--- src/aob_pkg.sv ---
//==============================================================================
// aob_pkg
// Shared types, register codes and the quarter-wave sine function.
//==============================================================================
package aob_pkg;

    typedef enum logic [1:0] {
        REG_BASE_INC  = 2'd0,
        REG_CYCLE_LEN = 2'd1,
        REG_SHAPE     = 2'd2,
        REG_OSC_COUNT = 2'd3
    } t_reg_index;

    typedef enum logic [2:0] {
        SHAPE_SINE     = 3'd0,
        SHAPE_SAW      = 3'd1,
        SHAPE_SQUARE   = 3'd2,
        SHAPE_TRIANGLE = 3'd3,
        SHAPE_PULSE    = 3'd4,
        SHAPE_NOISE    = 3'd5
    } t_shape;

    typedef enum logic {
        OP_AUDIO = 1'b0,
        OP_WRITE = 1'b1
    } t_op;

    typedef enum logic [2:0] {
        ST_IDLE,
        ST_SCAN,
        ST_DRAIN,
        ST_DIV,
        ST_OUT
    } t_state;

    typedef struct packed {
        t_op                operation;
        logic signed [15:0] audio_in;
        logic [4:0]         osc_index;
        logic [15:0]        osc_gain;
        logic [15:0]        osc_phase;
        logic [15:0]        osc_freq_factor;
    } t_in_item;

    typedef struct packed {
        t_reg_index  index;
        logic [31:0] value;
    } t_cfg_item;

    typedef logic signed [15:0] t_sample;

    localparam int          SINE_TABLE_DEPTH = 256;
    localparam logic [63:0] HALF_PI_Q30 = 64'd1686629713;
    localparam logic [15:0] LFSR_SEED = 16'hACE1;
    localparam logic [15:0] LFSR_TAPS = 16'hB400;
    localparam logic [31:0] BASE_INC_RESET = 32'd39370534;
    localparam logic [19:0] CYCLE_LEN_RESET = 20'd48000;
    localparam logic [15:0] FREQ_ONE = 16'd256;
    localparam logic [15:0] GAIN_FULL = 16'hFFFF;

    // Quarter sine magnitude for entry k of the table, from a Q30 Taylor series
    // rounded to 32767 full scale.
    function automatic logic [15:0] quarter_sine(input int unsigned k);
        logic [63:0]        x;
        logic [63:0]        x2;
        logic [63:0]        term;
        logic signed [63:0] acc;
        x = (64'(k) * HALF_PI_Q30) / 64'(SINE_TABLE_DEPTH);
        x2 = (x * x) >> 30;
        term = x;
        acc = $signed(x);
        for (int n = 1; n <= 6; n++) begin
            term = ((term * x2) >> 30) / 64'((2 * n) * (2 * n + 1));
            if (n[0]) acc = acc - $signed(term);
            else acc = acc + $signed(term);
        end
        if (acc < 0) acc = '0;
        return 16'(((64'(acc) * 64'd32767) + (64'd1 << 29)) >> 30);
    endfunction

endpackage

--- src/aob_divider.sv ---
//==============================================================================
// aob_divider
// Signed by unsigned restoring divider, one quotient bit per cycle,
// truncating toward zero.
//==============================================================================
module aob_divider
    import aob_pkg::*;
(
    input  logic        i_clk,
    input  logic        i_rst_n,
    input  logic        i_start,
    input  logic [54:0] i_dividend,
    input  logic [21:0] i_divisor,
    output logic        o_done,
    output logic [54:0] o_quotient
);
    logic [5:0]  r_count;
    logic        r_busy;
    logic        r_neg;
    logic [53:0] r_num;
    logic [53:0] r_quo;
    logic [22:0] r_rem;
    logic [21:0] r_div;
    logic [22:0] w_try;
    logic [22:0] w_sub;

    assign w_try = {r_rem[21:0], r_num[53]};
    assign w_sub = w_try - {1'b0, r_div};

    always_ff @(posedge i_clk) begin
        if (!i_rst_n) begin
            r_busy  <= 1'b0;
            r_count <= '0;
            o_done  <= 1'b0;
        end else begin
            o_done <= 1'b0;
            if (i_start) begin
                r_busy  <= 1'b1;
                r_count <= 6'd54;
                r_neg   <= i_dividend[54];
                r_num   <= i_dividend[54] ? 54'(-i_dividend) : i_dividend[53:0];
                r_div   <= (i_divisor == '0) ? 22'd1 : i_divisor;
                r_rem   <= '0;
                r_quo   <= '0;
            end else if (r_busy) begin
                r_num <= {r_num[52:0], 1'b0};
                if (!w_sub[22]) begin
                    r_rem <= w_sub;
                    r_quo <= {r_quo[52:0], 1'b1};
                end else begin
                    r_rem <= w_try;
                    r_quo <= {r_quo[52:0], 1'b0};
                end
                r_count <= r_count - 6'd1;
                if (r_count == 6'd1) begin
                    r_busy <= 1'b0;
                    o_done <= 1'b1;
                end
            end
        end
    end

    assign o_quotient = r_neg ? -{1'b0, r_quo} : {1'b0, r_quo};
endmodule

--- config.mk ---
export PLATFORM = sky130hd
export DESIGN_NAME = aob_divider
export DESIGN_NICKNAME = d
export VERILOG_FILES = /design/src/aob_pkg.sv /design/src/aob_divider.sv
export SDC_FILE = /design/constraint.sdc
export NUM_CORES = 1
export LEC_CHECK = 0
export ABC_AREA = 1
export BUFFER_PORTS_ARGS = -buffer_cell sky130_fd_sc_hd__buf_4
export CAP_MARGIN = 20
export CORE_ASPECT_RATIO = 1.4
export CORE_MARGIN = 4
export CORE_UTILIZATION = 45
export CTS_CLUSTER_SIZE = 24
export DETAILED_ROUTE_END_ITERATION = 8
export GPL_ROUTABILITY_DRIVEN = 0
export PLACE_DENSITY = 0.71
export SETUP_SLACK_MARGIN = 0.4
export SYNTH_ARGS = -nofsm -noshare
export SYNTH_HDL_FRONTEND = slang
export SYNTH_SLANG_ARGS = --single-unit
export TNS_END_PERCENT = 1
--- constraint.sdc ---
create_clock -name i_clk -period 8.5 [get_ports i_clk]
set_input_delay 0.425 -clock i_clk [delete_from_list [all_inputs] [get_ports i_clk]]
set_output_delay 0.425 -clock i_clk [all_outputs]
set_load 0.02 [all_outputs]
Word-level counts from Yosys, hierarchy flattened
Cells that the tools add are included.
- flip-flop bits (word level): 161
- output and inout port bits: 56
- word-level logic and storage cells: 36
- input port bits: 80
- eq/ne operators: 1
- bitwise logic cells: 2
- mux-type cells: 14
- reduce and logical (&&, ||, !) cells: 6
- add/subtract/negate cells: 4
- operators by type and width (kind ; count):
    two-way mux 54 bit ; 4
    two-way mux 55 bit ; 1
    negator 54 -> 55 bit ; 1
    negator 54 bit ; 1
    two-way mux 22 bit ; 2
    subtractor 23 x 22 -> 23 bit ; 1
    zero test 22 bit ; 1
    two-way mux 6 bit ; 2
    == test 6 x 1 -> 1 bit (second input constant) ; 1
    subtractor 6 x 1 -> 6 bit (second input constant) ; 1
    two-way mux 1 bit ; 5
    AND reduction 2 bit ; 2
    OR reduction 3 bit ; 1
    NOT 1 bit ; 2
    nonzero test 2 bit ; 1
    OR reduction 2 bit ; 1

Depth between registers and ports, before layout
Gate-level depths: netlist of the first run.
- depth in word-level cells: 4
- depth in mapped cells: 16
- mapped depth without buffers: 15

Least setup slack after synthesis of the first run
OpenSTA, ideal clock, no wires.
- kind: input port to flip-flop
- from: input port i_start
- to: register r_num[0], enable pin
- setup slack: 1681 ps
- arrival: 6198 ps
- cell stages on the path: 3
- cell sequence: clkbuf_1 > nor2_1 > nor2_1
- longest elaborated chain between the ends: 2
- ends and longest elaborated chain (what ; line ; RTL):
    from (decl) ; aob_divider.sv:11 ; input logic i_start,
    nonzero test 2 bit (no line) ; - ;
    AND reduction 2 bit (no line) ; - ;
    to (signal assigned) ; aob_divider.sv:41 ; r_num <= i_dividend[54] ? 54'(-i_dividend) : i_dividend[53:0];
    to (signal assigned) ; aob_divider.sv:46 ; r_num <= {r_num[52:0], 1'b0};
    to (decl) ; aob_divider.sv:20 ; logic [53:0] r_num;
No other way between the ends.
A chain may end at the register's enable or synchronous reset.

Worst setup path after layout of the first run
- from: register r_quo[0]
- to: output port o_quotient[44]
- longest elaborated chain between the ends: 2
- ends and longest elaborated chain (what ; line ; RTL):
    from (decl) ; aob_divider.sv:21 ; logic [53:0] r_quo;
    from (signal assigned) ; aob_divider.sv:49 ; r_quo <= {r_quo[52:0], 1'b1};
    from (signal assigned) ; aob_divider.sv:52 ; r_quo <= {r_quo[52:0], 1'b0};
    negator 54 -> 55 bit ; aob_divider.sv:63 ; assign o_quotient = r_neg ? -{1'b0, r_quo} : {1'b0, r_quo};
    two-way mux 55 bit ; aob_divider.sv:63 ;
    to (decl) ; aob_divider.sv:15 ; output logic [54:0] o_quotient
No other way between the ends.

==> results of run 1 <==
==> flip-flops by register name, summed over array words and instances (netlist names) <==
signal	cells
o_done	1
r_count	6
r_num	54
r_busy	1
r_quo	54
r_div	22
r_rem	22
r_neg	1
==> Yosys cell counts <==
| master | instances |
|---|---|
| xnor2_1 | 7 |
| dfxtp_1 | 8 |
| o211ai_1 | 1 |
| and3_1 | 1 |
| o21ai_2 | 3 |
| buf_1 | 10 |
| o31ai_1 | 3 |
| nand4_2 | 1 |
| buf_6 | 3 |
| nand3_1 | 123 |
| edfxtp_1 | 153 |
| xor2_1 | 76 |
| nand3b_1 | 10 |
| o21a_1 | 4 |
| clkbuf_1 | 41 |
| or2_2 | 4 |
| a221oi_1 | 1 |
| nand2_1 | 460 |
| fa_1 | 1 |
| inv_1 | 223 |
| inv_2 | 7 |
| o21bai_1 | 2 |
| nor2_1 | 272 |
| nor3_1 | 15 |
| a21oi_1 | 20 |
| o21ai_1 | 7 |
| buf_4 | 1 |
| nand4_1 | 35 |
| buf_2 | 4 |
| nor2_4 | 2 |
| and2_1 | 1 |
| nand2_2 | 7 |
| nor4_1 | 5 |
| nor2_2 | 7 |
| ha_1 | 26 |
| nand3_2 | 1 |
| o21ai_0 | 54 |
| a31oi_1 | 5 |
| nand2_4 | 2 |
| a21boi_0 | 1 |
| a21oi_2 | 2 |
==> routing by layer <==
metal  up-vias  GRT usage  share of wire
li1       5310          -              -
met1      4745      0.254           0.41
met2       335      0.383           0.50
met3        81     0.0342          0.046
met4         2      0.102          0.044
met5         -          0        0.00033
==> path summary, 6_finish.rpt <==
check	start	endpoint	slack (ns)	cells past startpoint
worst min-delay path	i_divisor[17]	r_div[17]$_SDFFCE_PN0P_	0.18	1
worst min register to register	r_count[4]$_SDFFE_PN0N_	r_count[4]$_SDFFE_PN0N_	0.48	2
worst max register to register	r_num[53]$_DFFE_PP_	r_rem[6]$_SDFFCE_PP0P_	6.10	13
worst max-delay path	r_quo[0]$_SDFFCE_PP0P_	o_quotient[44]	5.39	13
==> critical path, delay by kind of cell, from the launching register on <==
family	cells	cell delay, ns
flip-flops	1	0.39
AND/OR/NAND/NOR	9	1.31
buffers and inverters	3	0.34
adder cells (fa/ha/maj)	1	0.21
==> power by group through the flow <==
stage	Combinational, mW	Sequential (mW)	Clock [mW]
after floorplan	0.410	0.989	0
after global placement	0.573	0.991	0
after detailed placement	0.582	0.992	0
after CTS	0.585	0.976	0.821
after global routing	0.656	0.982	0.853
final	0.584	0.976	0.802
==> logic make-up (layout without fill, tap and decap cells) <==
logic type,Yosys count,after routing,share of synthesized area
simple gates,946,946,0.345
compound gates,103,103,0.0498
fa+ha+maj,27,27,0.0301
buf+inv,289,401,0.0973
xor+xnor,83,83,0.0634
flops,161,161,0.414
==> layout make-up <==
cell class | count | area [um^2] | share of cell area
multi-input cells | 1159 | 5610 | 0.423
inverters | 230 | 863 | 0.0651
clock buffers | 17 | 425 | 0.0321
flip-flops and latches | 161 | 4750 | 0.358
clock inverters | 15 | 183 | 0.0138
well taps | 315 | 394 | 0.0297
repair buffers | 139 | 1040 | 0.0786
==> results_dict.tcl, run 1 <==
set metrics [dict create \
    hold_ws_ns 0.180 \
    syn_inst 1609 \
    drt_iter0_drc 716 \
    max_stage_delay_ns 0.40 \
    htree_levels 4 \
    slew_violations 0 \
    die_w_um 143 \
    crit_path_max_fanout 4 \
    dr.pass1.iters 7 \
    io_pins 136 \
    grt_setup_unrepaired "false" \
    cts.sinks 161 \
    pwr-share-comb 0.247 \
    grt_antenna_before_repair 1 \
    period_needed_ns 3.11 \
    place_ws_ns 5.74 \
    pwr-share-clk 0.340 \
    cts_inserted_buffers 17 \
    post_dp_cell_area_um2 12700 \
    p_leak_nw 6.21 \
    relSlewSlack 0.294 \
    maxCapViolCount 0 \
    total_power_mw 2.36 \
    die_area_um2 28100 \
    synth_top_cell_by_area "edfxtp_1" \
    vdd_drop_max_mv 0.155 \
    final_util 0.532 \
    cp_cell_sequence "inv_1 -> ha_1 -> nand2_1 -> nor2_1 -> inv_1 -> nor2_1 -> nand3_1 -> nor2_1 -> nand4_1 -> nand2_1 -> nand2_1 -> nand2_1 -> buf_4" \
    setup_viol 0 \
    finalHoldViolCount 0 \
    finClkSkew_ns 0.00759 \
    via_count 10500 \
    worst_pin_slew_ns 1.06 \
    required_ns 8.08 \
    hp-class "primary input to flip-flop" \
    final_common_cell "nand2_1" \
    path_clk_slew_ns 0.07 \
    crit_path_start_kind "flip-flop" \
    fin_crit_sh 0.365 \
    yosys-top-cells-area "edfxtp_1 (40%), nand2_1 (15%), nor2_1 (8.9%)" \
    initial_core_util 0.460 \
    drive_above_1_share 0.120 \
    syn_area_per_cell_um2 7.13 \
    nets 1815 \
    grt_pass1_wl_um 49400 \
    postCtsSetupRepairBufs 0 \
    yosysSeqAreaShare 0.414 \
    seqPwrFrac 0.413 \
    fp.dieH_um 197 \
    switchingPower_mw 0.743 \
    cp_common_cell "nand2_1" \
    cts_tree "yes" \
    drt-total-wl_um 30100 \
    syn-cell-area_um2 11500 \
    track_usage 0.217 \
    swShare 0.315 \
    ctsResizeCount 0 \
    area_growth_pct 15.7 \
    most-common-layout-cells "nand2_1 (460), nor2_1 (271), inv_1 (223)" \
    p_int_mw 1.62 \
    critPathSlowestCell "nor2_1" \
    insertion_delay_ns 0.43 \
    fmax_ghz 0.322 \
    p_per_area_nw_per_um2 178 \
    grt_max_degree 92 \
    root_buffer "clkbuf_16" \
    rows 68 \
    synth_fp_nets 1716 \
    first_global_vias 10500 \
    ys_seq_elements 161 \
    dp.cells 2004 \
    diodes 0 \
    fin_setup_tns_ns 0 \
    ys_types 41 \
    routed_via_density 5.14 \
    cp.arrival_ns 2.68 \
    post-route-drc-count 0 \
    ys_warn_count 0 \
    coreArea_um2 24900 \
    worstSetupPathType "flip-flop to output port" \
    cts_buffer_depth 2 \
    dp_hpwl_um 23000 \
    n_fill_cell 2456 \
    status "finished, final reports clean" \
    end_kind "output port" \
    stdcell_count 2036 \
    postCtsHoldBufs 0 \
    yosysTopAreaCellShare 0.401 \
    grt-ovfl-total 0 \
    finalInstanceArea_um2 13300 \
    wl_per_cell_um 14.8 \
    port_buffers 135 \
    drtAntennaViolNets 0 \
    fin_ws_ns 5.39 \
]
No activity file was read; power rests on OpenSTA's default activity.
==> run 2: changes to the inputs <==
--- a/config.mk
+++ b/config.mk
@@ -5,7 +5,7 @@
 export SDC_FILE = /design/constraint.sdc
 export NUM_CORES = 1
 export LEC_CHECK = 0
-export ABC_AREA = 1
+export ABC_AREA = 0
 export BUFFER_PORTS_ARGS = -buffer_cell sky130_fd_sc_hd__buf_4
 export CAP_MARGIN = 20
 export CORE_ASPECT_RATIO = 1.4
@@ -14,7 +14,7 @@
 export CTS_CLUSTER_SIZE = 24
 export DETAILED_ROUTE_END_ITERATION = 8
 export GPL_ROUTABILITY_DRIVEN = 0
-export PLACE_DENSITY = 0.71
+export PLACE_DENSITY = 0.75
 export SETUP_SLACK_MARGIN = 0.4
 export SYNTH_ARGS = -nofsm -noshare
 export SYNTH_HDL_FRONTEND = slang
==> constraint.sdc (replaced) <==
create_clock -name i_clk -period 2.8 [get_ports i_clk]
set_input_delay 0.14 -clock i_clk [delete_from_list [all_inputs] [get_ports i_clk]]
set_output_delay 0.14 -clock i_clk [all_outputs]
set_load 0.02 [all_outputs]
==> run 2 against run 1 <==
Against the previous run:
- global-route usage decreased by 2.7 points
- combinational power grew to 2.9 times the previous value
- sequential share of layout area increased by 2.2 points
- the run now ends with setup timing left
- worst setup slack lost 5.6 ns
- critical endpoint is now o_quotient[49]
- count of clock-buffer cells in the layout grew 8
- via count shrank 25%
- highest routed layer is now met4
- largest cell class unchanged
==> results_dict.tcl, run 2 <==
set metrics [dict create \
    switchingPower_mw 2.02 \
    routed_via_density 5.62 \
    yosys_most_used_dff "edfxtp_1" \
    grt_pass1_wl_um 37600 \
    critPathBufInv 1 \
    diodes 0 \
    rows 63 \
    port_buffers 135 \
    worstSetupPathType "flip-flop to output port" \
    insertion_delay_ns 0.43 \
    top_regs "r_num x54, r_quo x54" \
    dr.pass1.iters 5 \
    root_buffer "clkbuf_16" \
    first_global_vias 7781 \
    cpLargestDelayFamily "simple AND/OR/NAND/NOR gates" \
    pwr-share-clk 0.339 \
    slew_violations 0 \
    most-common-layout-cells "buf_4 (176), edfxtp_1 (153), nor2_1 (83)" \
    cts_buffer_depth 2 \
    cts.sinks 161 \
    fin_ws_ns -0.224 \
    reg2reg_depth 10 \
    die_w_um 133 \
    ys_warn_count 0 \
    coreArea_um2 21300 \
    synth_top_cell_by_area "edfxtp_1" \
    hold_end "r_num[0]$_SDFFCE_PN0P_" \
    period_needed_ns 3.02 \
    min_from "i_dividend[0]" \
    syn-cell-area_um2 9790 \
    syn_inst 966 \
    p_int_mw 5.04 \
    async_flop_share 0 \
    synth_edf_count 153 \
    cts_tree "yes" \
    wl_per_cell_um 16.7 \
    die_area_um2 24200 \
    ys_seq_elements 161 \
    pwr-share-comb 0.238 \
    drtAntennaViolNets 0 \
    final_common_cell "buf_4" \
    via_count 7863 \
    violations "setup timing" \
    nets 1234 \
    cp.arrival_ns 2.88 \
    drt-total-wl_um 23400 \
    vdd_drop_max_mv 0.438 \
    fp.dieH_um 182 \
    crit_path_start_kind "flip-flop" \
    maxCapViolCount 0 \
    finClkSkew_ns 0.00993 \
    path_clk_slew_ns 0.07 \
    reg2reg_to "r_rem[6]$_SDFFCE_PP0P_" \
    rrSetupSlack_ns 0.10 \
    yosysMostFrequentCell "edfxtp_1" \
    htree_levels 4 \
    yosysSeqAreaShare 0.486 \
    hp-class "primary input to flip-flop" \
    grt_antenna_before_repair 0 \
    swShare 0.286 \
    dp_hpwl_um 15700 \
    drt_iter0_drc 413 \
    r2r_start "r_div[0]$_SDFFCE_PN1P_" \
    relSlewSlack 0.515 \
    track_usage 0.190 \
    syn_area_per_cell_um2 10.1 \
    finalHoldViolCount 0 \
    p_per_area_nw_per_um2 564 \
    final_util 0.588 \
    grt_max_degree 74 \
    ys_types 69 \
    seqPwrFrac 0.423 \
    n_fill_cell 1750 \
    cts_inserted_buffers 17 \
    drive_above_1_share 0.271 \
    total_power_mw 7.06 \
    critPathSlowestCell "or3b_4" \
    end_kind "output port" \
    fin_crit_sh 1.08 \
    io_pins 136 \
    area_growth_pct 27.9 \
    hold_depth 3 \
    yosys-top-cells-area "edfxtp_1 (47%), xnor2_1 (5.8%), xor2_1 (5.0%)" \
    grt_setup_unrepaired "true" \
    synth_fp_nets 1073 \
    p_leak_nw 4.66 \
    yosysTopAreaCellShare 0.470 \
    worst_pin_slew_ns 0.727 \
    setup_viol 39 \
    initial_core_util 0.460 \
    synth_common_cells "edfxtp_1 (153), nor2_1 (88), a21oi_1 (78)" \
    crit_path_max_fanout 3 \
    cp_cell_sequence "or3_4 -> or3_1 -> or3b_4 -> nor2_4 -> nand2_2 -> o31ai_4 -> xnor2_1 -> buf_4" \
    status "finished with violations" \
    grt-ovfl-total 0 \
    post-route-drc-count 0 \
    fmax_ghz 0.331 \
    required_ns 2.66 \
    max_stage_delay_ns 0.46 \
]
==> run 2: cell types whose count changed in the layout (fill, tap and decap cells not counted), moves of 37 or more <==
cell	before	now
a21oi_1	20	66
buf_4	139	176
inv_1	223	35
nand2_1	460	54
nand3_1	123	9
nor2_1	271	83
nor2b_1	0	53
xnor2_1	7	65
==> run 2: stage by stage <==
step	setup WS [ns]	std cells	TNS, ns	hold WS [ns]	cell area [um^2]
5_1_grt	-0.357	1400	-10.44	0.0387	12500
3_3_place_gp	0.00829	1336	0	0.330	11200
4_1_cts	-0.189	1395	-3.97	0.0281	12400
2_1_floorplan	-0.116	966	-15.05	0.239	9830
6_report	-0.224	1400	-4.52	0.0397	12500
3_5_place_dp	-0.0213	1336	-0.0298	0.330	11200
==> run 2: area by class of cell <==
cell class	count	area (um^2)	area share
multi-input cells	704	5050	0.403
flip-flops and latches	161	4750	0.380
repair buffers	205	1650	0.132
clock buffers	25	495	0.0396
well taps	260	325	0.0260
inverters	38	146	0.0117
clock inverters	7	98.8	0.00790
==> run 2: power groups by stage <==
stage                     registers (mW)  logic (mW)  clock network (mW)
after detailed placement            3.01        1.53                   0
after global routing                3.00        1.84                2.53
after floorplan                     2.99        1.01                   0
after CTS                           2.97        1.66                2.43
final                               2.98        1.68                2.39
after global placement              3.01        1.50                   0
==> run 2: logic make-up after synthesis <==
kind of cell,Yosys count,synth area share
compound gates,225,0.148
xor+xnor,121,0.108
fa+ha+maj,27,0.0353
buf+inv,101,0.0394
flops,161,0.486
mux,9,0.00921
simple gates,322,0.174
==> run 2: how the worst max path moves through the flow <==
stage                                 start                      to  slack, ns  depth (start not counted)
global route        r_quo[11]$_SDFFCE_PP0P_          o_quotient[33]      -0.36                         10
floorplan                           i_start  r_num[0]$_SDFFCE_PN0P_      -0.12                          4
global placement              i_dividend[0]     r_num[44]$_DFFE_PP_      0.008                         10
CTS                 r_quo[33]$_SDFFCE_PP0P_          o_quotient[49]      -0.19                          9
finish              r_quo[25]$_SDFFCE_PP0P_          o_quotient[49]      -0.22                          8
detailed placement            i_dividend[0]     r_num[44]$_DFFE_PP_      -0.02                         10
==> run 2: timing repair <==
item	CTS	global route
setup buffers	5	5
gates resized for setup	84	17
pin swaps	46	10
endpoints found under the hold margin	24	0
hold buffers	22	0
setup endpoints to repair	69	81
==> run 2: worst register-to-register path: cells and delay by family (launching register included) <==
| kind | cells | cell delay [ns] |
|---|---|---|
| compound gates | 4 | 0.83 |
| fa+ha+maj | 2 | 0.63 |
| buf+inv | 1 | 0.17 |
| flops | 1 | 0.39 |
| mux | 1 | 0.19 |
| simple gates | 2 | 0.21 |
==> run 2: routing by layer <==
layer / GRT usage / vias to the layer above / wire length [um]
met4: 0.0699 / 0 / 546
met3: 0.0372 / 38 / 999
li1: - / 3820 / -
met1: 0.231 / 3780 / 9910
met2: 0.333 / 225 / 11900
met5: 0 / - / 0
==> run 3: changes to the inputs <==
--- a/config.mk
+++ b/config.mk
@@ -15,7 +15,6 @@
 export DETAILED_ROUTE_END_ITERATION = 8
 export GPL_ROUTABILITY_DRIVEN = 0
 export PLACE_DENSITY = 0.75
-export SETUP_SLACK_MARGIN = 0.4
 export SYNTH_ARGS = -nofsm -noshare
 export SYNTH_HDL_FRONTEND = slang
 export SYNTH_SLANG_ARGS = --single-unit
==> run 3 against run 2 <==
Against the previous run:
- the run still ends with setup timing left
- sequential power hardly changed
- flip-flop and latch count is the same
- register-to-register slack got worse by 0.08 ns
- wire length decreased by 2.2%
- hold slack gained 0.0021 ns
- first-iteration DRC count grew 1.9%
- critical path type unchanged
- largest cell class unchanged
- highest routed layer unchanged
==> results_dict.tcl, run 3 (same netlist as run 2, synthesis figures left out) <==
set metrics [dict create \
    grt_setup_unrepaired "true" \
    track_usage 0.187 \
    coreArea_um2 21300 \
    stdcell_count 1397 \
    post_dp_cell_area_um2 11200 \
    area_growth_pct 25.5 \
    diodes 0 \
    drt_iter0_drc 421 \
    violations "setup timing" \
    relSlewSlack 0.521 \
    initial_core_util 0.460 \
    drtAntennaViolNets 0 \
    wl_per_cell_um 16.4 \
    cts_buffer_depth 2 \
    die_area_um2 24200 \
    setup_viol 34 \
    period_needed_ns 3.05 \
    hp-class "primary input to flip-flop" \
    seq_area_um2 4750 \
    path_clk_slew_ns 0.07 \
    fp.dieH_um 182 \
    dr.pass1.iters 5 \
    worstSetupPathType "flip-flop to output port" \
    via_count 7761 \
    dp.cells 1336 \
    n_fill_cell 1779 \
    grt_max_degree 74 \
    dp_hpwl_um 15700 \
    finalHoldViolCount 0 \
    grt_antenna_before_repair 0 \
    total_power_mw 6.95 \
    drive_above_1_share 0.233 \
    required_ns 2.66 \
    grt-ovfl-total 0 \
    crit_path_start_kind "flip-flop" \
    htree_levels 4 \
    first_global_vias 7704 \
    rows 63 \
    p_leak_nw 4.65 \
    crit_path_max_fanout 3 \
    status "finished with violations" \
    slew_violations 0 \
    fin_crit_sh 1.09 \
    finClkSkew_ns 0.0138 \
    final_common_cell "buf_4" \
    cts_tree "yes" \
    routed_via_density 5.56 \
    root_buffer "clkbuf_16" \
    fmax_ghz 0.328 \
    finalInstanceArea_um2 12300 \
    io_pins 136 \
    grt_pass1_wl_um 37100 \
    nets 1231 \
    insertion_delay_ns 0.44 \
    cp.arrival_ns 2.91 \
    port_buffers 135 \
    cts_inserted_buffers 17 \
    post-route-drc-count 0 \
    multiInputGateArea_um2 4850 \
    drt-total-wl_um 22900 \
    p_per_area_nw_per_um2 566 \
    most-common-layout-cells "buf_4 (176), edfxtp_1 (153), nor2_1 (84)" \
    maxCapViolCount 0 \
    fin_ws_ns -0.250 \
    worst_pin_slew_ns 0.719 \
    die_w_um 133 \
    vdd_drop_max_mv 0.434 \
    cts.sinks 161 \
    top_regs "r_num x54, r_quo x54" \
    end_kind "output port" \
]
## run 3: cell types whose count changed in the layout (fill, tap and decap cells not counted), sizes merged
cell	delta
buf	-3
## run 3: cell type report
type / instances / share of cell area
inverters: 38 / 0.0119
clock inverters: 7 / 0.00805
flip-flops and latches: 161 / 0.387
repair buffers: 202 / 0.131
multi-input cells: 704 / 0.395
well taps: 260 / 0.0265
clock buffers: 25 / 0.0403
## run 3: power breakdown
| part | internal (mW) | switching (mW) |
|---|---|---|
| sequential | 2.86 | 0.108 |
| combinational | 0.703 | 0.877 |
| clock | 1.42 | 0.978 |
| total | 4.98 | 1.96 |
## run 3: what timing repair did
| action | CTS | global route |
|---|---|---|
| setup buffers | 5 | 2 |
| hold endpoints to repair | 24 | 0 |
| hold buffers | 22 | 0 |
| setup endpoints to repair | 41 | 64 |
| pin swaps | 4 | 11 |
| resized for setup | 31 | 19 |
## run 3: metal layers
metal / vias to the layer above / global-route usage / routed length, um
li1: 3804 / - / -
met1: 3695 / 0.231 / 9770
met2: 227 / 0.326 / 11600
met3: 35 / 0.0364 / 965
met4: 0 / 0.0678 / 478
met5: - / 0 / 0
## run 3: stage by stage
step                worst slack, ns  utilization  hold slack (ns)  setup TNS (ns)
detailed placement          -0.0213        0.527            0.330         -0.0298
CTS                          -0.189        0.573           0.0281           -4.08
finish                       -0.250        0.577           0.0418           -3.82
floorplan                    -0.116            -            0.239          -15.05
global route                 -0.376        0.577           0.0361          -12.04
global placement            0.00829        0.527            0.330               0
## run 3: worst paths after layout
path	startpoint	endpoint	slack [ns]	cells after the start
setup / recovery	r_quo[33]$_SDFFCE_PP0P_	o_quotient[49]	-0.25	9
hold / removal	i_dividend[0]	r_num[0]$_SDFFCE_PN0P_	0.04	3
setup reg to reg	r_div[0]$_SDFFCE_PN1P_	r_rem[6]$_SDFFCE_PP0P_	0.02	10
hold reg to reg	r_count[0]$_SDFFE_PP0P_	r_count[0]$_SDFFE_PP0P_	0.56	2
## run 3: critical path, cell delays in order (launching register included)
cell and delay (ns):
edfxtp_1 0.39, or3_4 0.43, or3_4 0.38, nor4_4 0.22, buf_4 0.15, nor3b_4 0.22
nand2_2 0.13, o31ai_2 0.22, xnor2_1 0.15, buf_4 0.16
